[config.mk]
export PLATFORM = sky130hd
export DESIGN_NAME = clipped_colorkey_blit_engine
export DESIGN_NICKNAME = d
export VERILOG_FILES = /design/src/rtl/core/ccbe_pkg.sv /design/src/rtl/core/ccbe_clip.sv /design/src/rtl/core/ccbe_blend.sv /design/src/rtl/core/clipped_colorkey_blit_engine.sv
export SDC_FILE = /design/constraint.sdc
export NUM_CORES = 2
export LEC_CHECK = 0
export BUFFER_PORTS_ARGS = -buffer_cell sky130_fd_sc_hd__buf_2
export CORE_MARGIN = 2
export CORE_UTILIZATION = 60
export CTS_CLUSTER_SIZE = 14
export DETAILED_ROUTE_END_ITERATION = 8
export PLACE_DENSITY = 0.87
export SYNTH_ARGS = -nofsm -noshare
export SYNTH_HDL_FRONTEND = slang
export SYNTH_SLANG_ARGS = --single-unit
[constraint.sdc]
create_clock -name clk_i -period 11.59 [get_ports clk_i]
set_input_delay 1.7385 -clock clk_i [delete_from_list [all_inputs] [get_ports clk_i]]
set_output_delay 1.7385 -clock clk_i [all_outputs]
set_load 0.1 [all_outputs]
[src/rtl/core/ccbe_pkg.sv]
// shared types, constants and helpers for the clipped colour-key blitter
`default_nettype none

package ccbe_pkg;

  localparam int unsigned InDataW  = 144;
  localparam int unsigned OutDataW = 160;
  localparam int unsigned AddrW    = 24;
  localparam int unsigned PaddrW   = 5;

  localparam logic [12:0] MaxSide = 13'd4096;

  // register reset values
  localparam logic [12:0] DstWidthRst  = 13'd640;
  localparam logic [12:0] DstHeightRst = 13'd480;
  localparam logic [12:0] SrcStrideRst = 13'd640;
  localparam logic [7:0]  AlphaRst     = 8'd255;

  typedef enum logic [2:0] {
    REG_DST_WIDTH   = 3'd0,
    REG_DST_HEIGHT  = 3'd1,
    REG_SRC_STRIDE  = 3'd2,
    REG_COLOR_KEY   = 3'd3,
    REG_FILL_COLOR  = 3'd4,
    REG_BLEND_ALPHA = 3'd5,
    REG_BLEND_MODE  = 3'd6
  } reg_idx_e;

  typedef struct packed {
    logic [11:0]        src_x;
    logic [11:0]        src_y;
    logic [12:0]        src_w;
    logic [12:0]        src_h;
    logic signed [12:0] dst_x;
    logic signed [12:0] dst_y;
  } cmd_req_t;

  typedef struct packed {
    logic             rejected;
    logic             arm;
    logic [12:0]      clip_w;
    logic [12:0]      clip_h;
    logic [AddrW-1:0] src_start;
    logic [AddrW-1:0] dst_start;
  } cmd_res_t;

  // exact floor(x/255) for x up to 255*255
  function automatic logic [7:0] div255(input logic [15:0] x);
    logic [16:0] t;
    t = {1'b0, x} + {9'd0, x[15:8]} + 17'd1;
    return t[15:8];
  endfunction

endpackage

`default_nettype wire

[src/rtl/core/ccbe_clip.sv]
// rectangle rejection, edge clipping and start address computation
`default_nettype none

module ccbe_clip (
  input  ccbe_pkg::cmd_req_t cmd_i,
  input  logic [12:0]        dst_width_i,
  input  logic [12:0]        dst_height_i,
  input  logic [12:0]        src_stride_i,
  output ccbe_pkg::cmd_res_t res_o
);

  logic signed [14:0] dx, dy, w, h, wdim, hdim;
  logic signed [14:0] dxc, dyc, wc, hc, wf, hf;
  logic [12:0]        sx, sy, cw, ch;
  logic [25:0]        src_prod, dst_prod;
  logic               reject;

  always_comb begin
    dx   = {{2{cmd_i.dst_x[12]}}, cmd_i.dst_x};
    dy   = {{2{cmd_i.dst_y[12]}}, cmd_i.dst_y};
    w    = {2'b00, cmd_i.src_w};
    h    = {2'b00, cmd_i.src_h};
    wdim = {2'b00, dst_width_i};
    hdim = {2'b00, dst_height_i};

    reject = (dx >= wdim) || (dy >= hdim) || (dx + w <= 15'sd0) || (dy + h <= 15'sd0);

    // left and top edges: shift the source origin by the overhang
    dxc = dx[14] ? 15'sd0 : dx;
    dyc = dy[14] ? 15'sd0 : dy;
    wc  = dx[14] ? w + dx : w;
    hc  = dy[14] ? h + dy : h;
    sx  = dx[14] ? {1'b0, cmd_i.src_x} - cmd_i.dst_x[12:0] : {1'b0, cmd_i.src_x};
    sy  = dy[14] ? {1'b0, cmd_i.src_y} - cmd_i.dst_y[12:0] : {1'b0, cmd_i.src_y};

    // right and bottom edges
    wf = (dxc + wc > wdim) ? wdim - dxc : wc;
    hf = (dyc + hc > hdim) ? hdim - dyc : hc;

    cw = (wf > $signed({2'b00, ccbe_pkg::MaxSide})) ? ccbe_pkg::MaxSide : wf[12:0];
    ch = (hf > $signed({2'b00, ccbe_pkg::MaxSide})) ? ccbe_pkg::MaxSide : hf[12:0];

    src_prod = sy * src_stride_i;
    dst_prod = dyc[12:0] * dst_width_i;

    res_o = '0;
    res_o.rejected = reject;
    if (!reject) begin
      res_o.clip_w    = cw;
      res_o.clip_h    = ch;
      res_o.src_start = src_prod[23:0] + {11'd0, sx};
      res_o.dst_start = dst_prod[23:0] + {11'd0, dxc[12:0]};
      res_o.arm       = (cw != 13'd0) && (ch != 13'd0);
    end
  end

endmodule

`default_nettype wire

[src/rtl/core/ccbe_blend.sv]
// per-channel alpha blend of a source and a destination pixel
`default_nettype none

module ccbe_blend (
  input  logic [31:0] src_pixel_i,
  input  logic [31:0] dst_pixel_i,
  input  logic [7:0]  alpha_i,
  output logic [31:0] pixel_o
);

  logic [7:0]  inv_alpha;
  logic [15:0] sprod, dprod;
  logic [8:0]  chsum;

  always_comb begin
    inv_alpha = 8'd255 - alpha_i;
    pixel_o   = '0;
    for (int i = 0; i < 3; i++) begin
      sprod = src_pixel_i[8*i +: 8] * alpha_i;
      dprod = dst_pixel_i[8*i +: 8] * inv_alpha;
      // both terms together never pass 255
      chsum = {1'b0, ccbe_pkg::div255(sprod)} + {1'b0, ccbe_pkg::div255(dprod)};
      pixel_o[8*i +: 8] = chsum[7:0];
    end
  end

endmodule

`default_nettype wire

[src/rtl/core/clipped_colorkey_blit_engine.sv]
// clipped colour-key blitter: command clipping and per-pixel key, fill and blend
//
//  port group   direction  contents
//  s_axis_*     in         command or pixel pair request, tuser selects which
//  m_axis_*     out        one result per request, tlast on the final pixel
//  apb          in/out     seven configuration registers at byte address 4*i
//
// one request per cycle sustained while m_axis_tready stays high
// the input register and the result register are the only stages, so a request
// is taken while a finished result still waits for m_axis_tready
// reset clears the scan state and loads the register defaults; no clearing pass
// a stalled result holds the pipe: only one further request is held at the input
`default_nettype none

module clipped_colorkey_blit_engine (
  input  logic                              clk_i,
  input  logic                              rst_ni,
  input  logic                              s_axis_tvalid,
  output logic                              s_axis_tready,
  // src_x[11:0] src_y[23:12] src_w[36:24] src_h[49:37] dst_x[62:50] dst_y[75:63]
  // src_pixel[107:76] dst_pixel[139:108], zero pad above
  input  logic [ccbe_pkg::InDataW-1:0]      s_axis_tdata,
  // kind: 0 command, 1 pixel pair
  input  logic                              s_axis_tuser,
  output logic                              m_axis_tvalid,
  input  logic                              m_axis_tready,
  // rejected[0] clip_w[13:1] clip_h[26:14] src_start[50:27] dst_start[74:51]
  // write_enable[75] out_pixel[107:76] dst_address[131:108] src_address[155:132]
  output logic [ccbe_pkg::OutDataW-1:0]     m_axis_tdata,
  output logic                              m_axis_tlast,
  input  logic                              psel,
  input  logic                              penable,
  input  logic                              pwrite,
  input  logic [ccbe_pkg::PaddrW-1:0]       paddr,
  input  logic [31:0]                       pwdata,
  output logic [31:0]                       prdata,
  output logic                              pready
);

  // configuration registers
  logic [12:0] dst_width_q, dst_height_q, src_stride_q;
  logic [31:0] color_key_q, fill_color_q;
  logic [7:0]  blend_alpha_q;
  logic        blend_mode_q;
  logic        cfg_wr;
  ccbe_pkg::reg_idx_e cfg_idx;

  // pipe registers
  logic                          in_valid_q, in_valid_d;
  logic                          in_kind_q;
  logic [ccbe_pkg::InDataW-1:0]  in_data_q;
  logic                          out_valid_q, out_valid_d;
  logic [ccbe_pkg::OutDataW-1:0] out_data_q, out_data_d;
  logic                          out_last_q, out_last_d;
  logic                          advance, in_take;

  // scan state
  logic        active_q, active_d;
  logic [11:0] cur_col_q, cur_col_d, cur_row_q, cur_row_d;
  logic [12:0] run_w_q, run_w_d, run_h_q, run_h_d;
  logic [ccbe_pkg::AddrW-1:0] src_base_q, src_base_d, dst_base_q, dst_base_d;

  ccbe_pkg::cmd_req_t cmd;
  ccbe_pkg::cmd_res_t cmd_res;
  logic [31:0] src_pixel, dst_pixel, blend_pixel, pix_out;
  logic [24:0] dst_row_off, src_row_off;
  logic [ccbe_pkg::AddrW-1:0] dst_addr, src_addr;
  logic        col_end, row_end, fin, opaque;

  assign pready  = 1'b1;
  assign cfg_wr  = psel && penable && pwrite;
  assign cfg_idx = ccbe_pkg::reg_idx_e'(paddr[4:2]);

  always_comb begin
    case (cfg_idx)
      ccbe_pkg::REG_DST_WIDTH:   prdata = {19'd0, dst_width_q};
      ccbe_pkg::REG_DST_HEIGHT:  prdata = {19'd0, dst_height_q};
      ccbe_pkg::REG_SRC_STRIDE:  prdata = {19'd0, src_stride_q};
      ccbe_pkg::REG_COLOR_KEY:   prdata = color_key_q;
      ccbe_pkg::REG_FILL_COLOR:  prdata = fill_color_q;
      ccbe_pkg::REG_BLEND_ALPHA: prdata = {24'd0, blend_alpha_q};
      ccbe_pkg::REG_BLEND_MODE:  prdata = {31'd0, blend_mode_q};
      default:                   prdata = '0;
    endcase
  end

  always_ff @(posedge clk_i or negedge rst_ni) begin
    if (!rst_ni) begin
      dst_width_q   <= ccbe_pkg::DstWidthRst;
      dst_height_q  <= ccbe_pkg::DstHeightRst;
      src_stride_q  <= ccbe_pkg::SrcStrideRst;
      color_key_q   <= '0;
      fill_color_q  <= '0;
      blend_alpha_q <= ccbe_pkg::AlphaRst;
      blend_mode_q  <= 1'b1;
    end else if (cfg_wr) begin
      case (cfg_idx)
        ccbe_pkg::REG_DST_WIDTH:   dst_width_q   <= pwdata[12:0];
        ccbe_pkg::REG_DST_HEIGHT:  dst_height_q  <= pwdata[12:0];
        ccbe_pkg::REG_SRC_STRIDE:  src_stride_q  <= pwdata[12:0];
        ccbe_pkg::REG_COLOR_KEY:   color_key_q   <= pwdata;
        ccbe_pkg::REG_FILL_COLOR:  fill_color_q  <= pwdata;
        ccbe_pkg::REG_BLEND_ALPHA: blend_alpha_q <= pwdata[7:0];
        ccbe_pkg::REG_BLEND_MODE:  blend_mode_q  <= pwdata[0];
        default: ;
      endcase
    end
  end

  // handshake
  assign advance       = in_valid_q && (!out_valid_q || m_axis_tready);
  assign s_axis_tready = !in_valid_q || advance;
  assign in_take       = s_axis_tvalid && s_axis_tready;
  assign m_axis_tvalid = out_valid_q;
  assign m_axis_tdata  = out_data_q;
  assign m_axis_tlast  = out_last_q;

  // unpack the held request
  always_comb begin
    cmd.src_x = in_data_q[11:0];
    cmd.src_y = in_data_q[23:12];
    cmd.src_w = in_data_q[36:24];
    cmd.src_h = in_data_q[49:37];
    cmd.dst_x = in_data_q[62:50];
    cmd.dst_y = in_data_q[75:63];
    src_pixel = in_data_q[107:76];
    dst_pixel = in_data_q[139:108];
  end

  ccbe_clip u_clip (
    .cmd_i        (cmd),
    .dst_width_i  (dst_width_q),
    .dst_height_i (dst_height_q),
    .src_stride_i (src_stride_q),
    .res_o        (cmd_res)
  );

  ccbe_blend u_blend (
    .src_pixel_i (src_pixel),
    .dst_pixel_i (dst_pixel),
    .alpha_i     (blend_alpha_q),
    .pixel_o     (blend_pixel)
  );

  // pixel path
  always_comb begin
    col_end     = ({1'b0, cur_col_q} + 13'd1) >= run_w_q;
    row_end     = ({1'b0, cur_row_q} + 13'd1) >= run_h_q;
    fin         = col_end && row_end;
    opaque      = src_pixel != color_key_q;
    dst_row_off = cur_row_q * dst_width_q;
    src_row_off = cur_row_q * src_stride_q;
    dst_addr    = dst_base_q + dst_row_off[23:0] + {12'd0, cur_col_q};
    src_addr    = src_base_q + src_row_off[23:0] + {12'd0, cur_col_q};
    if (!opaque) begin
      pix_out = '0;
    end else if (blend_mode_q) begin
      pix_out = {8'd0, blend_pixel[23:0]};
    end else begin
      pix_out = fill_color_q;
    end
  end

  // next state and result
  always_comb begin
    in_valid_d  = in_valid_q;
    out_valid_d = out_valid_q;
    out_data_d  = out_data_q;
    out_last_d  = out_last_q;
    active_d    = active_q;
    cur_col_d   = cur_col_q;
    cur_row_d   = cur_row_q;
    run_w_d     = run_w_q;
    run_h_d     = run_h_q;
    src_base_d  = src_base_q;
    dst_base_d  = dst_base_q;

    if (m_axis_tready) begin
      out_valid_d = 1'b0;
    end
    if (in_take) begin
      in_valid_d = 1'b1;
    end else if (advance) begin
      in_valid_d = 1'b0;
    end

    if (advance) begin
      out_valid_d = 1'b1;
      out_data_d  = '0;
      out_last_d  = 1'b0;
      if (!in_kind_q) begin
        out_data_d[74:0] = {cmd_res.dst_start, cmd_res.src_start, cmd_res.clip_h,
                            cmd_res.clip_w, cmd_res.rejected};
        active_d = cmd_res.arm;
        if (!cmd_res.rejected) begin
          run_w_d    = cmd_res.clip_w;
          run_h_d    = cmd_res.clip_h;
          src_base_d = cmd_res.src_start;
          dst_base_d = cmd_res.dst_start;
          cur_col_d  = '0;
          cur_row_d  = '0;
        end
      end else if (active_q) begin
        out_data_d[155:75] = {src_addr, dst_addr, pix_out, opaque};
        out_last_d         = fin;
        if (fin) begin
          active_d  = 1'b0;
          cur_col_d = '0;
          cur_row_d = '0;
        end else if (col_end) begin
          cur_col_d = '0;
          cur_row_d = cur_row_q + 12'd1;
        end else begin
          cur_col_d = cur_col_q + 12'd1;
        end
      end
    end
  end

  always_ff @(posedge clk_i or negedge rst_ni) begin
    if (!rst_ni) begin
      in_valid_q  <= 1'b0;
      out_valid_q <= 1'b0;
      active_q    <= 1'b0;
      cur_col_q   <= '0;
      cur_row_q   <= '0;
      run_w_q     <= '0;
      run_h_q     <= '0;
      src_base_q  <= '0;
      dst_base_q  <= '0;
    end else begin
      in_valid_q  <= in_valid_d;
      out_valid_q <= out_valid_d;
      active_q    <= active_d;
      cur_col_q   <= cur_col_d;
      cur_row_q   <= cur_row_d;
      run_w_q     <= run_w_d;
      run_h_q     <= run_h_d;
      src_base_q  <= src_base_d;
      dst_base_q  <= dst_base_d;
    end
  end

  always_ff @(posedge clk_i) begin
    if (in_take) begin
      in_data_q <= s_axis_tdata;
      in_kind_q <= s_axis_tuser;
    end
    out_data_q <= out_data_d;
    out_last_q <= out_last_d;
  end

  // an armed scan always has a non-empty area
  assert property (@(posedge clk_i) disable iff (!rst_ni)
    active_q |-> (run_w_q != 13'd0) && (run_h_q != 13'd0))
    else $error("active scan with empty area");

  // scan position stays inside the clipped area
  assert property (@(posedge clk_i) disable iff (!rst_ni)
    active_q |-> ({1'b0, cur_col_q} < run_w_q) && ({1'b0, cur_row_q} < run_h_q))
    else $error("scan position outside clipped area");

  // the final pixel ends the scan
  assert property (@(posedge clk_i) disable iff (!rst_ni)
    (advance && in_kind_q && active_q && fin) |=> !active_q)
    else $error("scan still active after final pixel");

  // a held request is never dropped while the result side stalls
  assert property (@(posedge clk_i) disable iff (!rst_ni)
    (in_valid_q && !advance) |=> in_valid_q && $stable(in_data_q))
    else $error("held request lost during stall");

  // a rejected command carries no size and no pixel write
  assert property (@(posedge clk_i) disable iff (!rst_ni)
    (out_valid_q && out_data_q[0]) |-> (out_data_q[155:1] == '0) && !out_last_q)
    else $error("rejected result with non-zero fields");

endmodule

`default_nettype wire
==> After elaboration in Yosys (flattened, before gate mapping) <==
Cells that the tools add are included.
{ "op_classes": {"n_lt_le_gt_ge": 10, "reduce_logical": 31, "mul": 10, "eq_ne": 10, "n_bitwise": 4, "mux": 29, "n_addsub": 34} }
{ "op_table": {"columns": ["cell", "count"], "rows": [
  ["$pmux 32 s7", 1],
  ["$mux 12", 11],
  ["$add 16x1->16 const B", 6],
  ["$add 16x8->16", 6],
  ["$mul 8x8->16", 6],
  ["$mux 75", 1],
  ["$mux 15", 4],
  ["$mux 13", 4],
  ["$add 24x12->24", 2],
  ["$add 24x13->24", 2],
  ["$add 24x24->24", 2],
  ["$mul 12x13->24", 2],
  ["$mul 13x13->24", 2],
  ["$ne 32x32->1", 1],
  ["$add 13x14->15", 2],
  ["$add 15x15->15", 2],
  ["$gt 15x14->1", 2],
  ["$gt 15x14->1 const B", 2],
  ["$le 15x1->1 const B", 2],
  ["$sub 14x15->15", 2],
  ["$ge 13x14->1", 2],
  ["$add 12x1->13 const B", 2],
  ["$ge 13x13->1", 2],
  ["$reduce_bool 13->1", 2],
  ["22 further kinds", 58]
]} }
{ "totals": {"word_cells": 151, "output_inout_bits": 196, "inputBits": 189, "register_bits": 503} }

==> Depth between registers and ports, before layout <==
{ "depth": {"depth_word": 11, "depth_mapped": 37, "mapped_depth_nobuf": 35} }

==> Modules after synthesis <==
From an unflattened synthesis, not the netlist that was laid out.
{ "hier_totals": {"hier_cells": 7081, "hier_area_um2": 66786.6} }
{ "modules_own_cells": {"columns": ["module", "instances", "seq_area_each_um2", "cells_per_inst", "area_each_um2"], "rows": [
  ["clipped_colorkey_blit_engine", 1, 14300.0, 2846, 32688.9],
  ["ccbe_clip", 1, 0.0, 2336, 18295.0],
  ["ccbe_blend", 1, 0.0, 1899, 15802.7]
]} }

==> Worst setup path after synthesis <==
OpenSTA, ideal clock, no wires.
{ "synth_path": {"kind": "reg-to-reg", "start": "register in_data_q[12] in the netlist's numbering", "end": "register out_data_q (netlist bit m_axis_tdata[50]) (data pin)", "path_buffers": 1, "stages_incl_launch_ff": 35, "t_arrival_ps": 8114, "setup_ps": 266, "required_ps": 11324, "period_less_slack_ps": 8380, "setup_slack_ps": 3210, "cell_sequence": "edfxtp_1 > inv_1 > ha_1 > inv_1 > fa_1 > a21o_1 > a21oi_1 > o211ai_1 > and3_1 > nor3_1 > a21o_1 > clkbuf_1 > nand2_1 > fa_1 > inv_1 > fa_1 > inv_1 > fa_1 > inv_1 > fa_1 > fa_1 > inv_1 > fa_1 > inv_1 > ha_1 > a21o_1 > a21o_1 > a21o_1 > a221o_1 > a41o_1 > o41a_1 > a41o_1 > o41ai_1 > xnor2_1 > nor2_1"} }
{ "synth_via": {"elab_chain_cells": 5} }
{ "synth_rtl": {"columns": ["item", "line_no", "text"], "rows": [
  ["start: declaration", "clipped_colorkey_blit_engine.sv:51", "logic [ccbe_pkg::InDataW-1:0] in_data_q;"],
  ["start signal: assignment", "clipped_colorkey_blit_engine.sv:246", "in_data_q <= s_axis_tdata;"],
  ["$sub 12x13->13", "ccbe_clip.sv:34", "sy = dy[14] ? {1'b0, cmd_i.src_y} - cmd_i.dst_y[12:0] : {1'b0, cmd_i.src_y};"],
  ["$mux 13 *", "ccbe_clip.sv:34", null],
  ["$mul 13x13->24 *", "ccbe_clip.sv:43", "src_prod = sy * src_stride_i;"],
  ["$add 24x13->24 *", "ccbe_clip.sv:51", "res_o.src_start = src_prod[23:0] + {11'd0, sx};"],
  ["$mux 75 *", "ccbe_clip.sv:48", "if (!reject) begin"],
  ["end signal: assignment", "clipped_colorkey_blit_engine.sv:249", "out_data_q <= out_data_d;"],
  ["end: declaration", "clipped_colorkey_blit_engine.sv:53", "logic [ccbe_pkg::OutDataW-1:0] out_data_q, out_data_d;"]
]} }
Mark *: on every way between the ends. The rest lies on a longest branch, timed or not.
A chain may end at the register's enable or synchronous reset.

==> Worst setup path after layout <==
{ "layout_path": {"start": "register blend_alpha_q[6]", "end": "register out_data_q (netlist bit m_axis_tdata[99]) (data pin)"} }
{ "layout_via": {"elab_chain_cells": 6, "word_cells_on_any_way": 9, "cone_classes": "add/sub (6); mul (2); mux (1)"} }
{ "layout_rtl": {"columns": ["item", "line_no", "text"], "rows": [
  ["start: declaration", "clipped_colorkey_blit_engine.sv:43", "logic [7:0] blend_alpha_q;"],
  ["start signal: assignment", "clipped_colorkey_blit_engine.sv:94", "blend_alpha_q <= ccbe_pkg::AlphaRst;"],
  ["start signal: assignment", "clipped_colorkey_blit_engine.sv:103", "ccbe_pkg::REG_BLEND_ALPHA: blend_alpha_q <= pwdata[7:0];"],
  ["$sub 8x8->8", "ccbe_blend.sv:16", "inv_alpha = 8'd255 - alpha_i;"],
  ["$mul 8x8->16", "ccbe_blend.sv:20", "dprod = dst_pixel_i[8*i +: 8] * inv_alpha;"],
  ["$add 16x8->16", "ccbe_pkg.sv:50", "t = {1'b0, x} + {9'd0, x[15:8]} + 17'd1;"],
  ["$add 16x1->16", "ccbe_pkg.sv:50", null],
  ["$add 8x8->8 *", "ccbe_blend.sv:22", "chsum = {1'b0, ccbe_pkg::div255(sprod)} + {1'b0, ccbe_pkg::div255(dprod)};"],
  ["$mux 24 *", "clipped_colorkey_blit_engine.sv:157", "end else if (blend_mode_q) begin"]
]} }
Marks and branches as above.

==> summary.md <==
| Metric | Value |
|---|---|
| Most used DFF post-synth | `edfxtp_1` |
| Vias in the first global route | `52600` |
| Reg clk slew, reported paths | `0.06 ns` |
| Count of cell types in the netlist | `88` |
| Row count | `120` |
| Most used cell, CP | `fa_1` |
| Flop and latch count out of synthesis | `503` |
| Crit Path Category | `flip-flop to flip-flop` |
| Grt ovf | `0` |
| Element type at the critical path end | `flip-flop` |
| Worst hold-check path type | `flip-flop to flip-flop` |
| Hold Buf Count CTS | `0` |
| Drt drc | `0` |
| CP max FO | `35` |
| CP Data Arrival Time | `9.71 ns` |
| DP Wirelength | `144 mm` |
| Slowest cell on crit path | `dfstp_2` |
| Root Driver | `clkbuf_16` |
| Die W | `331 um` |
| Final Core Density | `65.1%` |
| DR iter-0 viols | `4654` |
| Largest area contributor in the netlist | `fa_1` |
| Routed vias | `50700` |
| Clock sink total | `503` |
| TNS Setup | `0 ns` |
| Min Tclk post-route | `9.20 ns` |
| CTS Buffer Depth | `3` |
| Via-per-instance ratio | `5.97` |
| Max Slew Vio Count | `0` |
| 1st-pass router iterations | `6` |
| Crit path launch type | `flip-flop` |
| Async S/R FF share, synth | `42.3%` |
| Skew final | `0.0601 ns` |
| Worst-Margin Slew | `1.38 ns` |
| Die Footprint | `110000 sq um` |
| Routed length per instance | `21.6 um` |
| Starting Density | `60.3%` |
| Seq/Total Area, Yosys | `21.9%` |
| Final worst path period share | `79.4%` |
| Top post-synthesis cells by area | `fa_1, ha_1, edfxtp_1` |
| CTS tree | `built` |
| DRT antenna net count | `0` |
| Fmax achieved | `0.109 GHz` |
| Status | `complete, no violations` |
| Post-CTS setup buffer count | `0` |
| All-Layer GR Usage | `33.4%` |
| Skew-Pair Late Insertion Delay | `0.71 ns` |
| Critical register-to-register path startpoint | `blend_alpha_q[6]` |
| Setup Viol. Count Final | `0` |
| Yosys top cell area share | `23.5%` |
| Largest net degree at the start of global routing | `92` |
| Post-synth EDFFs | `290` |
| Worst setup path startpoint | `blend_alpha_q[6]` |
| Unrepaired setup endpoints after global routing | `false` |
| Final hold vios | `0` |
| First-pass GRT wire length | `286 mm` |
| GP Congestion | `1.00` |
| Share of layout cells above drive strength 1 | `10.3%` |
| Num CTS Buffers | `57` |
| H-tree Lvls | `2` |
| Cell Area, Synth | `64300 sq um` |
| Initial antenna violation count | `30` |
| CP peak stage delay | `1.10 ns` |
| Hold Path Depth | `2` |
| Area Overhead vs Synth | `8.03%` |
| CP Data Required Time | `12.09 ns` |
| Die Height | `331 um` |
| Slew HR | `5.66%` |
| IO Pins | `385` |
| Max-cap violations | `0` |
| Synth warn | `0` |
| Syn avg cell area | `9.46 sq um` |
| I/O Buffers | `365` |
| Total core area | `107000 sq um` |
| R2R cell count | `30` |
| Worst hold start | `run_h_q[1]` |
| Routed WL | `183 mm` |
| Post-CTS sizing | `0` |
| Synthesized instance count | `6801` |
| # nets final | `8726` |
[area by class of cell]
cell class	instances	area, sq um
inverter	1048	3930
multi-input combinational	4970	45300
clock buffer	69	1550
tap	1403	1760
clock inverter	39	442
antenna	16	40.0
fill	7962	37300
timing repair buffer	441	2410
sequential	503	14100
[per-layer routing]
layer | vias to the layer above | part of all wire (%) | global-route usage, %
li1 | 22600 | - | -
met1 | 24800 | 37 | 40.7
met2 | 2653 | 45 | 53.5
met3 | 654 | 11 | 8.74
met4 | 28 | 7.0 | 20.0
met5 | - | 0.094 | 0
[worst paths after layout]
path | to | slack (ns)
min | run_h_q[1] | 0.48
max | m_axis_tdata[99] | 2.39
min reg2reg | run_h_q[1] | 0.48
max reg2reg | m_axis_tdata[99] | 2.39
max in group asynchronous | src_base_q[11] | 8.96
min in group asynchronous | run_w_q[3] | 1.11
[flip-flops by register name, summed over array words and instances, names as in the netlist]
register / count
cur_col_q: 12
color_key_q: 32
blend_mode_q: 1
blend_alpha_q: 8
src_base_q: 24
dst_base_q: 24
run_h_q: 13
m_axis_tvalid: 1
dst_height_q: 13
fill_color_q: 32
in_data_q: 132
cur_row_q: 12
src_stride_q: 13
in_valid_q: 1
m_axis_tlast: 1
active_q: 1
m_axis_tdata: 156
in_kind_q: 1
dst_width_q: 13
run_w_q: 13
[cell usage after synthesis (52+ instances only)]
master / instances
nor3_1: 71
o21ai_0: 221
dfrtp_1: 196
xor2_1: 144
nand2_1: 791
ha_1: 760
and3_1: 54
fa_1: 756
nor2b_1: 138
inv_1: 1043
a21o_1: 96
mux2i_1: 54
edfxtp_1: 290
and2_1: 283
xnor2_1: 198
a21oi_1: 175
nand2b_1: 155
clkbuf_1: 241
nor2_1: 364
mux2_2: 124
nand3_1: 58
o21a_1: 52
[cell families after synthesis]
logic type                 Yosys count  share of synthesized area [%]
xor gates and xnor gates           343                           4.69
AOI/OAI and AO/OA                  894                           9.14
buffers and inverters             1331                           7.83
other                                2                         0.0117
adders and majority gates         1516                           38.3
and+or+nand+nor                   2033                           15.1
muxes                              179                           3.05
DFF                                503                           21.9
[through the flow]
| stage | hold slack, ns | instance area (sq um) | setup WS, ns | cells |
|---|---|---|---|---|
| global route | 0.519 | 69500 | 1.82 | 8482 |
| global placement | 0.462 | 67500 | 2.65 | 8365 |
| detailed placement | 0.470 | 67500 | 2.58 | 8365 |
| finish | 0.483 | 69500 | 2.39 | 8489 |
| floorplan | 0.449 | 64300 | 3.21 | 6804 |
| CTS | 0.484 | 69500 | 2.55 | 8473 |
[worst max-delay path, delay by kind of cell, from the launching register on]
family,cells,cell delay (ns)
fa+ha+maj,7,2.98
compound gates,11,2.55
simple gates,7,1.19
flops,1,1.10
xor+xnor,3,0.75
buf+inv,2,0.42
[cell usage in the layout (no fill, tap or decap), types with 57 or more instances in the layout]
cell type	n
inv_1	1043
nand2_1	790
ha_1	760
fa_1	756
buf_2	364
nor2_1	362
edfxtp_1	290
and2_1	281
o21ai_0	221
xnor2_1	198
dfrtp_1	196
a21oi_1	175
nand2b_1	155
xor2_1	144
nor2b_1	138
mux2_2	124
a21o_1	96
buf_4	76
nor3_1	68
clkbuf_16	59
nand3_1	57
Power is left out: the tool's default activity adds up to more than one toggle a clock period on the data nets, which glitch-free logic cannot reach.
